File: src/rtl/bsfe_pkg.sv
package bsfe_pkg;

    localparam int BYTE_W      = 8;
    localparam int LEN_W       = 32;
    localparam int REQ_W       = 2;
    localparam int MAX_BYTES   = 6;
    localparam int IDX_W       = $clog2(MAX_BYTES);
    localparam int QUEUE_DEPTH = 4;

    localparam logic [BYTE_W-1:0] FLAG_BYTE = 8'h5A;
    localparam logic [BYTE_W-1:0] ESC_BYTE  = 8'h5B;
    localparam logic [BYTE_W-1:0] CODE_ONE  = 8'h01;
    localparam logic [BYTE_W-1:0] CODE_TWO  = 8'h02;

    // Index of the closing byte for each kind of run
    localparam logic [IDX_W-1:0] LAST_START  = IDX_W'(5);
    localparam logic [IDX_W-1:0] LAST_SINGLE = IDX_W'(0);
    localparam logic [IDX_W-1:0] LAST_PAIR   = IDX_W'(1);

    typedef enum logic [REQ_W-1:0] {
        REQ_START   = 2'd0,
        REQ_NAME    = 2'd1,
        REQ_PAYLOAD = 2'd2,
        REQ_END     = 2'd3
    } req_type_t;

    // One classified item: the bytes to send, first at index 0
    typedef struct packed {
        logic [MAX_BYTES-1:0][BYTE_W-1:0] bytes;
        logic [IDX_W-1:0]                 last_idx;
    } cmd_t;

    typedef struct packed {
        logic valid;
        cmd_t cmd;
    } q_head_t;

endpackage

File: src/rtl/bsfe_ifs.sv
interface bsfe_in_if;
    logic                            valid;
    logic                            ready;
    logic [bsfe_pkg::REQ_W-1:0]      req_type;
    logic [bsfe_pkg::LEN_W-1:0]      name_length;
    logic [bsfe_pkg::BYTE_W-1:0]     data_byte;

    modport source (output valid, output req_type, output name_length, output data_byte,
                    input ready);
    modport sink   (input valid, input req_type, input name_length, input data_byte,
                    output ready);
endinterface

interface bsfe_out_if;
    logic                            valid;
    logic                            ready;
    logic [bsfe_pkg::BYTE_W-1:0]     out_byte;
    logic                            last_of_run;

    modport source (output valid, output out_byte, output last_of_run, input ready);
    modport sink   (input valid, input out_byte, input last_of_run, output ready);
endinterface

File: src/rtl/bsfe_front.sv
module bsfe_front (
    input  logic            clk,
    input  logic            rst_n,
    bsfe_in_if.sink         in_ch,
    output bsfe_pkg::cmd_t  push_cmd,
    output logic            push_valid,
    input  logic            push_ready
);

    logic           cmd_valid_reg;
    logic           cmd_valid_next;
    bsfe_pkg::cmd_t cmd_reg;
    bsfe_pkg::cmd_t cmd_next;
    logic           accept;

    assign in_ch.ready = !cmd_valid_reg || push_ready;
    assign accept      = in_ch.valid && in_ch.ready;
    assign push_valid  = cmd_valid_reg;
    assign push_cmd    = cmd_reg;

    // Classify the request into its byte run
    always_comb
    begin
        cmd_next.bytes    = '0;
        cmd_next.last_idx = bsfe_pkg::LAST_SINGLE;
        case (bsfe_pkg::req_type_t'(in_ch.req_type))
            bsfe_pkg::REQ_START:
            begin
                cmd_next.bytes[0] = bsfe_pkg::FLAG_BYTE;
                cmd_next.bytes[1] = bsfe_pkg::CODE_ONE;
                cmd_next.bytes[2] = in_ch.name_length[31:24];
                cmd_next.bytes[3] = in_ch.name_length[23:16];
                cmd_next.bytes[4] = in_ch.name_length[15:8];
                cmd_next.bytes[5] = in_ch.name_length[7:0];
                cmd_next.last_idx = bsfe_pkg::LAST_START;
            end
            bsfe_pkg::REQ_NAME:
            begin
                cmd_next.bytes[0] = in_ch.data_byte;
            end
            bsfe_pkg::REQ_PAYLOAD:
            begin
                if (in_ch.data_byte == bsfe_pkg::FLAG_BYTE)
                begin
                    cmd_next.bytes[0] = bsfe_pkg::ESC_BYTE;
                    cmd_next.bytes[1] = bsfe_pkg::CODE_ONE;
                    cmd_next.last_idx = bsfe_pkg::LAST_PAIR;
                end
                else if (in_ch.data_byte == bsfe_pkg::ESC_BYTE)
                begin
                    cmd_next.bytes[0] = bsfe_pkg::ESC_BYTE;
                    cmd_next.bytes[1] = bsfe_pkg::CODE_TWO;
                    cmd_next.last_idx = bsfe_pkg::LAST_PAIR;
                end
                else
                begin
                    cmd_next.bytes[0] = in_ch.data_byte;
                end
            end
            bsfe_pkg::REQ_END:
            begin
                cmd_next.bytes[0] = bsfe_pkg::FLAG_BYTE;
                cmd_next.bytes[1] = bsfe_pkg::CODE_TWO;
                cmd_next.last_idx = bsfe_pkg::LAST_PAIR;
            end
            default:
            begin
                cmd_next.bytes[0] = in_ch.data_byte;
            end
        endcase
    end

    always_comb
    begin
        cmd_valid_next = cmd_valid_reg;
        if (accept)
            cmd_valid_next = 1'b1;
        else if (push_ready)
            cmd_valid_next = 1'b0;
    end

    always_ff @(posedge clk or negedge rst_n)
    begin
        if (!rst_n)
            cmd_valid_reg <= 1'b0;
        else
            cmd_valid_reg <= cmd_valid_next;
    end

    always_ff @(posedge clk)
    begin
        if (accept)
            cmd_reg <= cmd_next;
    end

endmodule

File: src/rtl/bsfe_queue.sv
module bsfe_queue #(
    parameter int DEPTH = bsfe_pkg::QUEUE_DEPTH
) (
    input  logic              clk,
    input  logic              rst_n,
    input  bsfe_pkg::cmd_t    push_cmd,
    input  logic              push_valid,
    output logic              push_ready,
    output bsfe_pkg::q_head_t head,
    input  logic              pop
);

    localparam int PTR_W = (DEPTH > 1) ? $clog2(DEPTH) : 1;
    localparam int CNT_W = $clog2(DEPTH + 1);

    bsfe_pkg::cmd_t   mem_reg [DEPTH];
    logic [PTR_W-1:0] wr_ptr_reg;
    logic [PTR_W-1:0] wr_ptr_next;
    logic [PTR_W-1:0] rd_ptr_reg;
    logic [PTR_W-1:0] rd_ptr_next;
    logic [CNT_W-1:0] count_reg;
    logic [CNT_W-1:0] count_next;
    logic             do_push;
    logic             do_pop;

    assign push_ready = (count_reg != CNT_W'(DEPTH));
    assign head.valid = (count_reg != '0);
    assign head.cmd   = mem_reg[rd_ptr_reg];
    assign do_push    = push_valid && push_ready;
    assign do_pop     = pop && head.valid;

    always_comb
    begin
        wr_ptr_next = wr_ptr_reg;
        rd_ptr_next = rd_ptr_reg;
        count_next  = count_reg;
        if (do_push)
            wr_ptr_next = (wr_ptr_reg == PTR_W'(DEPTH - 1)) ? '0 : wr_ptr_reg + 1'b1;
        if (do_pop)
            rd_ptr_next = (rd_ptr_reg == PTR_W'(DEPTH - 1)) ? '0 : rd_ptr_reg + 1'b1;
        if (do_push && !do_pop)
            count_next = count_reg + 1'b1;
        else if (do_pop && !do_push)
            count_next = count_reg - 1'b1;
    end

    always_ff @(posedge clk or negedge rst_n)
    begin
        if (!rst_n)
        begin
            wr_ptr_reg <= '0;
            rd_ptr_reg <= '0;
            count_reg  <= '0;
        end
        else
        begin
            wr_ptr_reg <= wr_ptr_next;
            rd_ptr_reg <= rd_ptr_next;
            count_reg  <= count_next;
        end
    end

    always_ff @(posedge clk)
    begin
        if (do_push)
            mem_reg[wr_ptr_reg] <= push_cmd;
    end

endmodule

File: src/rtl/bsfe_back.sv
module bsfe_back (
    input  logic              clk,
    input  logic              rst_n,
    input  bsfe_pkg::q_head_t head,
    output logic              pop,
    bsfe_out_if.source        out_ch
);

    logic                          out_valid_reg;
    logic                          out_valid_next;
    logic [bsfe_pkg::BYTE_W-1:0]   out_byte_reg;
    logic [bsfe_pkg::BYTE_W-1:0]   out_byte_next;
    logic                          out_last_reg;
    logic                          out_last_next;
    logic [bsfe_pkg::IDX_W-1:0]    idx_reg;
    logic [bsfe_pkg::IDX_W-1:0]    idx_next;
    logic                          advance;
    logic                          at_last;

    assign out_ch.valid       = out_valid_reg;
    assign out_ch.out_byte    = out_byte_reg;
    assign out_ch.last_of_run = out_last_reg;

    assign advance = !out_valid_reg || out_ch.ready;
    assign at_last = (idx_reg == head.cmd.last_idx);

    // Walk the head run one byte per cycle while the output is not stalled; drop it once its last byte is loaded
    always_comb
    begin
        out_valid_next = out_valid_reg;
        out_byte_next  = out_byte_reg;
        out_last_next  = out_last_reg;
        idx_next       = idx_reg;
        pop            = 1'b0;
        if (advance)
        begin
            out_valid_next = head.valid;
            if (head.valid)
            begin
                out_byte_next = head.cmd.bytes[idx_reg];
                out_last_next = at_last;
                if (at_last)
                begin
                    pop      = 1'b1;
                    idx_next = '0;
                end
                else
                begin
                    idx_next = idx_reg + 1'b1;
                end
            end
        end
    end

    always_ff @(posedge clk or negedge rst_n)
    begin
        if (!rst_n)
        begin
            out_valid_reg <= 1'b0;
            idx_reg       <= '0;
        end
        else
        begin
            out_valid_reg <= out_valid_next;
            idx_reg       <= idx_next;
        end
    end

    always_ff @(posedge clk)
    begin
        out_byte_reg <= out_byte_next;
        out_last_reg <= out_last_next;
    end

endmodule

File: src/rtl/byte_stuffing_frame_encoder.sv
// Path: an input transfer goes through the front register, the command queue and the output
// register. Throughput: one output byte per cycle while the sink is ready, set by the
// single-byte output port; an item is 1 byte (name or plain payload), 2 (escaped byte or end)
// or 6 (start header). Input is taken every cycle while the command queue has room.
// Reset (rst_n, asynchronous, active low) empties the front register, the queue and the
// output register; no output is valid until an item has been taken.
module byte_stuffing_frame_encoder #(
    parameter int QUEUE_DEPTH = bsfe_pkg::QUEUE_DEPTH
) (
    input  logic        clk,
    input  logic        rst_n,
    bsfe_in_if.sink     in_ch,
    bsfe_out_if.source  out_ch
);

    // Front: take each request transfer and turn it into a run of up to six bytes,
    // held in one register until the queue has room.
    bsfe_pkg::cmd_t    push_cmd;
    logic              push_valid;
    logic              push_ready;

    // Queue to back: the oldest run waiting to be sent, and the pop that retires it.
    bsfe_pkg::q_head_t head;
    logic              pop;

    bsfe_front u_front (
        .clk        (clk),
        .rst_n      (rst_n),
        .in_ch      (in_ch),
        .push_cmd   (push_cmd),
        .push_valid (push_valid),
        .push_ready (push_ready)
    );

    // Short queue decouples the two sides: the front keeps taking requests while
    // the back is still serialising a long header or is stalled by the sink.
    bsfe_queue #(
        .DEPTH (QUEUE_DEPTH)
    ) u_queue (
        .clk        (clk),
        .rst_n      (rst_n),
        .push_cmd   (push_cmd),
        .push_valid (push_valid),
        .push_ready (push_ready),
        .head       (head),
        .pop        (pop)
    );

    // Back: send the head run byte by byte through the output register, marking the
    // closing byte of each run, and release the run as that byte is loaded.
    bsfe_back u_back (
        .clk    (clk),
        .rst_n  (rst_n),
        .head   (head),
        .pop    (pop),
        .out_ch (out_ch)
    );

endmodule

File: src/flat_wrapper.sv
// flat-port wrapper written by rule: the top's interface ports become plain ports
module byte_stuffing_frame_encoder_flat 
#(
    parameter int QUEUE_DEPTH = bsfe_pkg::QUEUE_DEPTH
)
  (clk, rst_n, in_ch_valid, in_ch_req_type, in_ch_name_length, in_ch_data_byte, in_ch_ready, out_ch_valid, out_ch_out_byte, out_ch_last_of_run, out_ch_ready);
  bsfe_in_if in_ch_i ();
  bsfe_out_if out_ch_i ();
  input  logic clk;
  input  logic rst_n;
  input wire logic [$bits(in_ch_i.valid)-1:0] in_ch_valid;
  input wire logic [$bits(in_ch_i.req_type)-1:0] in_ch_req_type;
  input wire logic [$bits(in_ch_i.name_length)-1:0] in_ch_name_length;
  input wire logic [$bits(in_ch_i.data_byte)-1:0] in_ch_data_byte;
  output wire logic [$bits(in_ch_i.ready)-1:0] in_ch_ready;
  output wire logic [$bits(out_ch_i.valid)-1:0] out_ch_valid;
  output wire logic [$bits(out_ch_i.out_byte)-1:0] out_ch_out_byte;
  output wire logic [$bits(out_ch_i.last_of_run)-1:0] out_ch_last_of_run;
  input wire logic [$bits(out_ch_i.ready)-1:0] out_ch_ready;
  assign in_ch_i.valid = in_ch_valid;
  assign in_ch_i.req_type = in_ch_req_type;
  assign in_ch_i.name_length = in_ch_name_length;
  assign in_ch_i.data_byte = in_ch_data_byte;
  assign in_ch_ready = in_ch_i.ready;
  assign out_ch_valid = out_ch_i.valid;
  assign out_ch_out_byte = out_ch_i.out_byte;
  assign out_ch_last_of_run = out_ch_i.last_of_run;
  assign out_ch_i.ready = out_ch_ready;
  byte_stuffing_frame_encoder #(.QUEUE_DEPTH(QUEUE_DEPTH)) u_core (.clk(clk), .rst_n(rst_n), .in_ch(in_ch_i), .out_ch(out_ch_i));
endmodule
File: config.mk
export PLATFORM = sky130hd
export DESIGN_NAME = byte_stuffing_frame_encoder_flat
export DESIGN_NICKNAME = d
export VERILOG_FILES = /design/src/rtl/bsfe_pkg.sv /design/src/rtl/bsfe_ifs.sv /design/src/rtl/bsfe_front.sv /design/src/rtl/bsfe_queue.sv /design/src/rtl/bsfe_back.sv /design/src/rtl/byte_stuffing_frame_encoder.sv /design/src/flat_wrapper.sv
export SDC_FILE = /design/constraint.sdc
export NUM_CORES = 1
export LEC_CHECK = 0
export ABC_CLOCK_PERIOD_IN_PS = 4800
export BUFFER_PORTS_ARGS = -buffer_cell sky130_fd_sc_hd__buf_2
export CELL_PAD_IN_SITES_DETAIL_PLACEMENT = 2
export CELL_PAD_IN_SITES_GLOBAL_PLACEMENT = 2
export CORE_UTILIZATION = 40
export CTS_CLUSTER_SIZE = 10
export DETAILED_ROUTE_END_ITERATION = 6
export PLACE_DENSITY_LB_ADDON = 0.1
export SLEW_MARGIN = 20
export SYNTH_ARGS = -nofsm -noshare
export SYNTH_HDL_FRONTEND = slang
export SYNTH_SLANG_ARGS = --single-unit
File: constraint.sdc
create_clock -name clk -period 4.8 [get_ports clk]
set_input_delay 1.44 -clock clk [delete_from_list [all_inputs] [get_ports clk]]
set_output_delay 1.44 -clock clk [all_outputs]
set_load 0.01 [all_outputs]
Yosys cells after proc, flatten, opt, wreduce, memory -nomap -nowiden
Memory sizes are Yosys's and may differ from the RTL's.
Cells that the tools add are included.
{ "totals": {"ff_bits": 72, "ram_bits": 204, "n_memories": 1, "output_inout_bits": 11} }
{ "mem_list": {"columns": ["memory", "depth", "word_bits", "rd", "rd_clocked_by_memory_dff", "write_ports", "line", "source"], "rows": [
  ["u_core.u_queue.mem_reg", 4, 51, 1, 0, 1, "bsfe_queue.sv:16", "bsfe_pkg::cmd_t mem_reg [DEPTH];"]
]} }
{ "classes": {"magnitude_cmp": 1, "eq_ne": 9, "addsub": 5, "muxes": 21, "n_reduce_logical": 17} }
{ "ops": {"columns": ["op", "n"], "rows": [
  ["$pmux W8 S3", 2],
  ["$bmux W8 S3", 1],
  ["$mux W19", 1],
  ["$eq A8 B7 Y1 const B", 2],
  ["$mux W8", 2],
  ["$mux W3", 3],
  ["$pmux W3 S3", 1],
  ["$eq A2 B2 Y1 const B", 4],
  ["$mux W1", 8],
  ["$add A3 B1 Y3 const B", 2],
  ["$mux W2", 3],
  ["$logic_and A1 B1 Y1", 5],
  ["$add A2 B1 Y2 const B", 2],
  ["$logic_not A1 Y1", 4],
  ["$lt A3 B4 Y1 const B", 1],
  ["$reduce_bool A2 Y1", 2],
  ["$eq A3 B3 Y1", 1],
  ["$ne A3 B3 Y1 const B", 1],
  ["$reduce_bool A3 Y1", 1],
  ["$sub A3 B1 Y3 const B", 1],
  ["$eq A2 B1 Y1 const B", 1],
  ["$logic_not A2 Y1", 1],
  ["$logic_or A1 B1 Y1", 2],
  ["$reduce_and A2 Y1", 1],
  ["$reduce_or A2 Y1", 1]
]} }

Logic depth before layout (Yosys ltp)
An unclocked memory read counts as a cell.
{ "logic_depth": {"depth_word": 9, "depth_mapped": 11, "depth_no_buf": 10} }

Hierarchy
A second synthesis with hierarchy kept.
{ "hier_totals": {"cells_unflattened": 491, "area_unflattened_um2": 10530.1} }
{ "by_module_without_submodules": {"columns": ["mod", "cells_per_inst", "seq_area_each_um2", "n_inst", "area_each_um2"], "rows": [
  ["bsfe_queue", 303, 6301.0, 1, 7786.2],
  ["bsfe_front", 119, 1346.3, 1, 1841.8],
  ["bsfe_back", 69, 370.4, 1, 902.1]
]} }

Least setup slack after synthesis
Ideal clock, no wire load.
{ "synth_timing": {"kind": "input port to flip-flop", "start": "input out_ch_ready", "end": "register u_core.u_queue.count_reg[2]", "path_buffers": 0, "path_stages": 10, "setup_ns": 0.079, "slack_ns": 1.707, "t_arrival_ns": 3.014, "cell_sequence": "inv_1 > a21o_1 > inv_1 > nand2b_4 > ha_1 > inv_1 > fa_1 > xor2_1 > nor2_1 > xor2_1"} }
{ "synth_between": {"elab_chain_len": 6, "word_cells_on_any_way": 8, "classes_between": "mux (2); reduce/logical (6)"} }
{ "synth_rtl": {"columns": ["element", "line", "source"], "rows": [
  ["start: declaration", "flat_wrapper.sv:19", "input wire logic [$bits(out_ch_i.ready)-1:0] out_ch_ready;"],
  ["$logic_or A1 B1 Y1 *", "bsfe_back.sv:24", "assign advance = !out_valid_reg || out_ch.ready;"],
  ["$mux W1 *", "bsfe_back.sv:35", "if (advance)"],
  ["$logic_and A1 B1 Y1 *", "bsfe_queue.sv:30", "assign do_pop = pop && head.valid;"],
  ["$logic_not A1 Y1", "bsfe_queue.sv:41", "if (do_push && !do_pop)"],
  ["$logic_and A1 B1 Y1", "bsfe_queue.sv:41", null],
  ["$mux W3 / $reduce_bool A2 Y1 (equally long branches)", null, null],
  ["end signal: assignment", "bsfe_queue.sv:59", "count_reg <= count_next;"],
  ["end: declaration", "bsfe_queue.sv:21", "logic [CNT_W-1:0] count_reg;"]
]} }
Mark *: on every way between the ends. The rest lies on a longest branch, timed or not.
A chain may end at the register's enable or synchronous reset.

Worst setup path in the final report
{ "layout_timing": {"start": "register u_core.u_queue.rd_ptr_reg[1]", "end": "register u_core.u_queue.count_reg[2]"} }
{ "layout_between": {"elab_chain_len": 9, "word_cells_on_any_way": 11, "classes_between": "eq/ne (1); mux (4); reduce/logical (5); memory (1)"} }
{ "layout_rtl": {"columns": ["element", "line", "source"], "rows": [
  ["start: declaration", "bsfe_queue.sv:19", "logic [PTR_W-1:0] rd_ptr_reg;"],
  ["start signal: assignment", "bsfe_queue.sv:58", "rd_ptr_reg <= rd_ptr_next;"],
  ["$mem_v2 Z4 W51 *", null, null],
  ["$eq A3 B3 Y1 *", "bsfe_back.sv:25", "assign at_last = (idx_reg == head.cmd.last_idx);"],
  ["$mux W1 *", "bsfe_back.sv:42", "if (at_last)"],
  ["$mux W1 *", "bsfe_back.sv:38", "if (head.valid)"],
  ["$mux W1 *", "bsfe_back.sv:35", null],
  ["$logic_and A1 B1 Y1 *", "bsfe_queue.sv:30", null],
  ["$logic_not A1 Y1", "bsfe_queue.sv:41", null],
  ["$logic_and A1 B1 Y1", "bsfe_queue.sv:41", null],
  ["$mux W3 / $reduce_bool A2 Y1 (equally long branches)", null, null]
]} }
Marks and branches as above.

==> summary.txt <==
Mapped Cells = 486
number of flip-flops in the largest register = 176
PortBufs = 56
Critical Path Fanout Max = 35
final hold vios = 0
Post-Synth Simple-Gate Area = 0.0534
clk_lat worst skew = 0.53 ns
adder-cell area share of the yosys netlist = 0.0177
gr ovfl total = 0
compound-cell area share of the yosys netlist = 0.0376
initial drt markers = 200
CTS tree = built
#FFs+latches synth = 241
Worst EP arrival = 3.94 ns
Post-Syn Nets = 545
largest family of logic cells by synthesized area = multiplexers
RR Endpoint = u_core.u_queue.count_reg[2]
max-cap check violation count = 0
global-route wire length before repair = 32500 um
most frequent cells in the layout = edfxtp_1 (229), buf_2 (56), and2_1 (35)
Worst Setup End Kind = register
Top-Level Pins = 57
CP max stage cell = dfrtp_2
Tot GR Track Use = 0.182
share of cells above drive strength 1 = 0.245
post-layout min period = 3.50 ns
CTS clk-pin slew, worst paths = 0.06 ns
CTS H-tree lvls = 1
DR DRC count = 0
most common flop cell mapped by yosys = edfxtp_1
drt pass-1 iters = 4
hold path endpoint = u_core.u_queue.mem_reg[0][47]
Slew HR = 0.285
die area = 24700 um2
wire per inst = 23.9 um
CTS sink cnt = 241
fill count = 2177
status = finished, final reports clean
dpl ws = 1.33 ns
Routed WL = 21200 um
type of the worst min-delay path = reg -> reg
sequential share of the synthesized area = 0.746
detailed placer's ending HPWL = 13100 um
# resized after CTS = 0
final setup vio count = 0
Leakage Power = 3.89 nW
diodes inserted = 0
Layout Nets = 619
post-route clock skew = 0.0132 ns
TritonCTS Buffers = 28
Post-CTS Setup Inserts = 0
mux contribution to synthesized area = 0.116
Pins Over Slew Limit = 0
FF-to-FF path depth = 10
Die Wd = 157 um
Clock Path Buffers = 3
P per Cell Area = 626 nW/um2
Starting Density = 0.409
setup TNS = 0 ns
Cell Chain, Critical Path = mux2i_1, mux2_2, o31ai_4, nand2b_4, ha_1, inv_1, fa_1, xor2_1, nor2_1, xor2_1
Final WS setup = 1.30 ns
Peak VDD IR = 0.254 mV
ANT nets after route = 0
initial antenna violation count = 0
commonest non-fill, non-tap cell in the layout = edfxtp_1
hold buffers post-CTS = 0
vias in the first global route = 5215
worst-margin pin slew = 1.07 ns
Critical Path Max Stage Delay = 0.92 ns
crit path launch type = register
Crit Path Category = reg -> reg
worst hold start = u_core.u_front.push_cmd[47]
row count = 56
R2R setup slack = 1.30 ns
r2r startpoint = u_core.u_queue.rd_ptr_reg[1]
fin crit share = 0.730
core area = 23500 um2
Final Wtd Congestion = 0.780
DR vias = 4606
number of synthesized flops with an enable pin = 229
die height = 157 um
WHS Path Cells = 0
most used cell, CP = xor2_1
Area Growth Syn to Fin = 14.1%
Post-Syn Area = 9620 um2
WP data required = 5.24 ns
unrepaired setup endpoints after global routing = false
Synth Area in XOR/XNOR = 0.00442
maximum clock frequency = 286 MHz
via/cell ratio = 5.18
Yosys cell types = 49
clock root buffer = clkbuf_16
largest net degree at the start of global routing = 36
Synth Warn # = 0
synthesized area per cell = 19.8 um2
asr flop ratio synth = 0.0498
[per-layer routing]
metal	GRT usage	vias up	wire, um
li1	-	2082	-
met1	0.235	2402	9200
met2	0.320	92	10800
met3	0.0297	30	712
met4	0.0448	0	479
met5	0	-	0
[kinds of logic (layout without fill, tap and decap cells)]
logic type,count (synthesis),in the layout
adder cells (fa/ha/maj),13,13
buffers and inverters,31,116
multiplexers,65,65
flip-flops,241,241
AND/OR/NAND/NOR,84,84
AO/OA/AOI/OAI,48,48
XOR/XNOR,4,4
[through the flow]
stage | power, W | cells | area, um2 | utilization | hold slack (ns)
floorplan | 0.00445 | 486 | 9620 | - | 0.459
global placement | 0.00495 | 849 | 10200 | 0.432 | 0.466
detailed placement | 0.00505 | 849 | 10200 | 0.432 | 0.489
CTS | 0.00699 | 890 | 11000 | 0.466 | 0.498
global route | 0.00721 | 890 | 11000 | 0.466 | 0.508
finish | 0.00687 | 890 | 11000 | 0.466 | 0.497
[layout make-up]
cell class              instances  area, um2  share of cell area
clock buffers                  39        763              0.0695
clock inverters                 2       33.8             0.00308
inverters                      10       37.5             0.00342
multi-input cells             214       2220               0.202
flip-flops and latches        241       7180               0.654
well taps                     319        399              0.0364
repair buffers                 65        348              0.0317
[cells in the mapped netlist (6+ instances only)]
| cell type | count | share of area |
|---|---|---|
| edfxtp_1 | 229 | 0.71 |
| mux2i_1 | 28 | 0.029 |
| buf_6 | 9 | 0.011 |
| ha_1 | 12 | 0.016 |
| a211oi_1 | 6 | 0.0047 |
| a2111oi_1 | 6 | 0.0062 |
| mux4_1 | 12 | 0.033 |
| inv_1 | 10 | 0.0039 |
| mux4_2 | 21 | 0.049 |
| dfrtp_1 | 12 | 0.031 |
| a31oi_1 | 6 | 0.0039 |
| and2_1 | 40 | 0.026 |
| o22ai_1 | 8 | 0.0052 |
| nand2_1 | 12 | 0.0047 |
| nor2_1 | 7 | 0.0027 |
| a22o_1 | 6 | 0.0055 |
[how the worst max path moves through the flow]
| stage | endpoint | slack (ns) | from |
|---|---|---|---|
| 5_1_grt | u_core.u_queue.count_reg[2] | 1.13 | u_core.u_queue.rd_ptr_reg[1] |
| 4_1_cts | u_core.u_queue.count_reg[2] | 1.27 | u_core.u_queue.rd_ptr_reg[1] |
| 6_report | u_core.u_queue.count_reg[2] | 1.30 | u_core.u_queue.rd_ptr_reg[1] |
| 2_1_floorplan | u_core.u_queue.count_reg[2] | 1.71 | out_ch_ready |
| 3_5_place_dp | u_core.u_queue.count_reg[2] | 1.33 | out_ch_ready |
| 3_3_place_gp | u_core.u_queue.count_reg[2] | 1.45 | out_ch_ready |
[report_power, final]
group          switching, W  total [W]  internal, W
Sequential         0.000292    0.00320      0.00291
Combinational       0.00101    0.00176     0.000744
Clock              0.000776    0.00191      0.00114
[critical path, delay by kind of cell (launching register included)]
family	cells	cell delay, ns
xor+xnor	2	0.34
buf+inv	1	0.08
fa+ha+maj	2	0.63
mux	2	0.71
flops	1	0.92
compound gates	1	0.37
simple gates	2	0.34
Note: power is estimated with default switching activity, not from simulation.
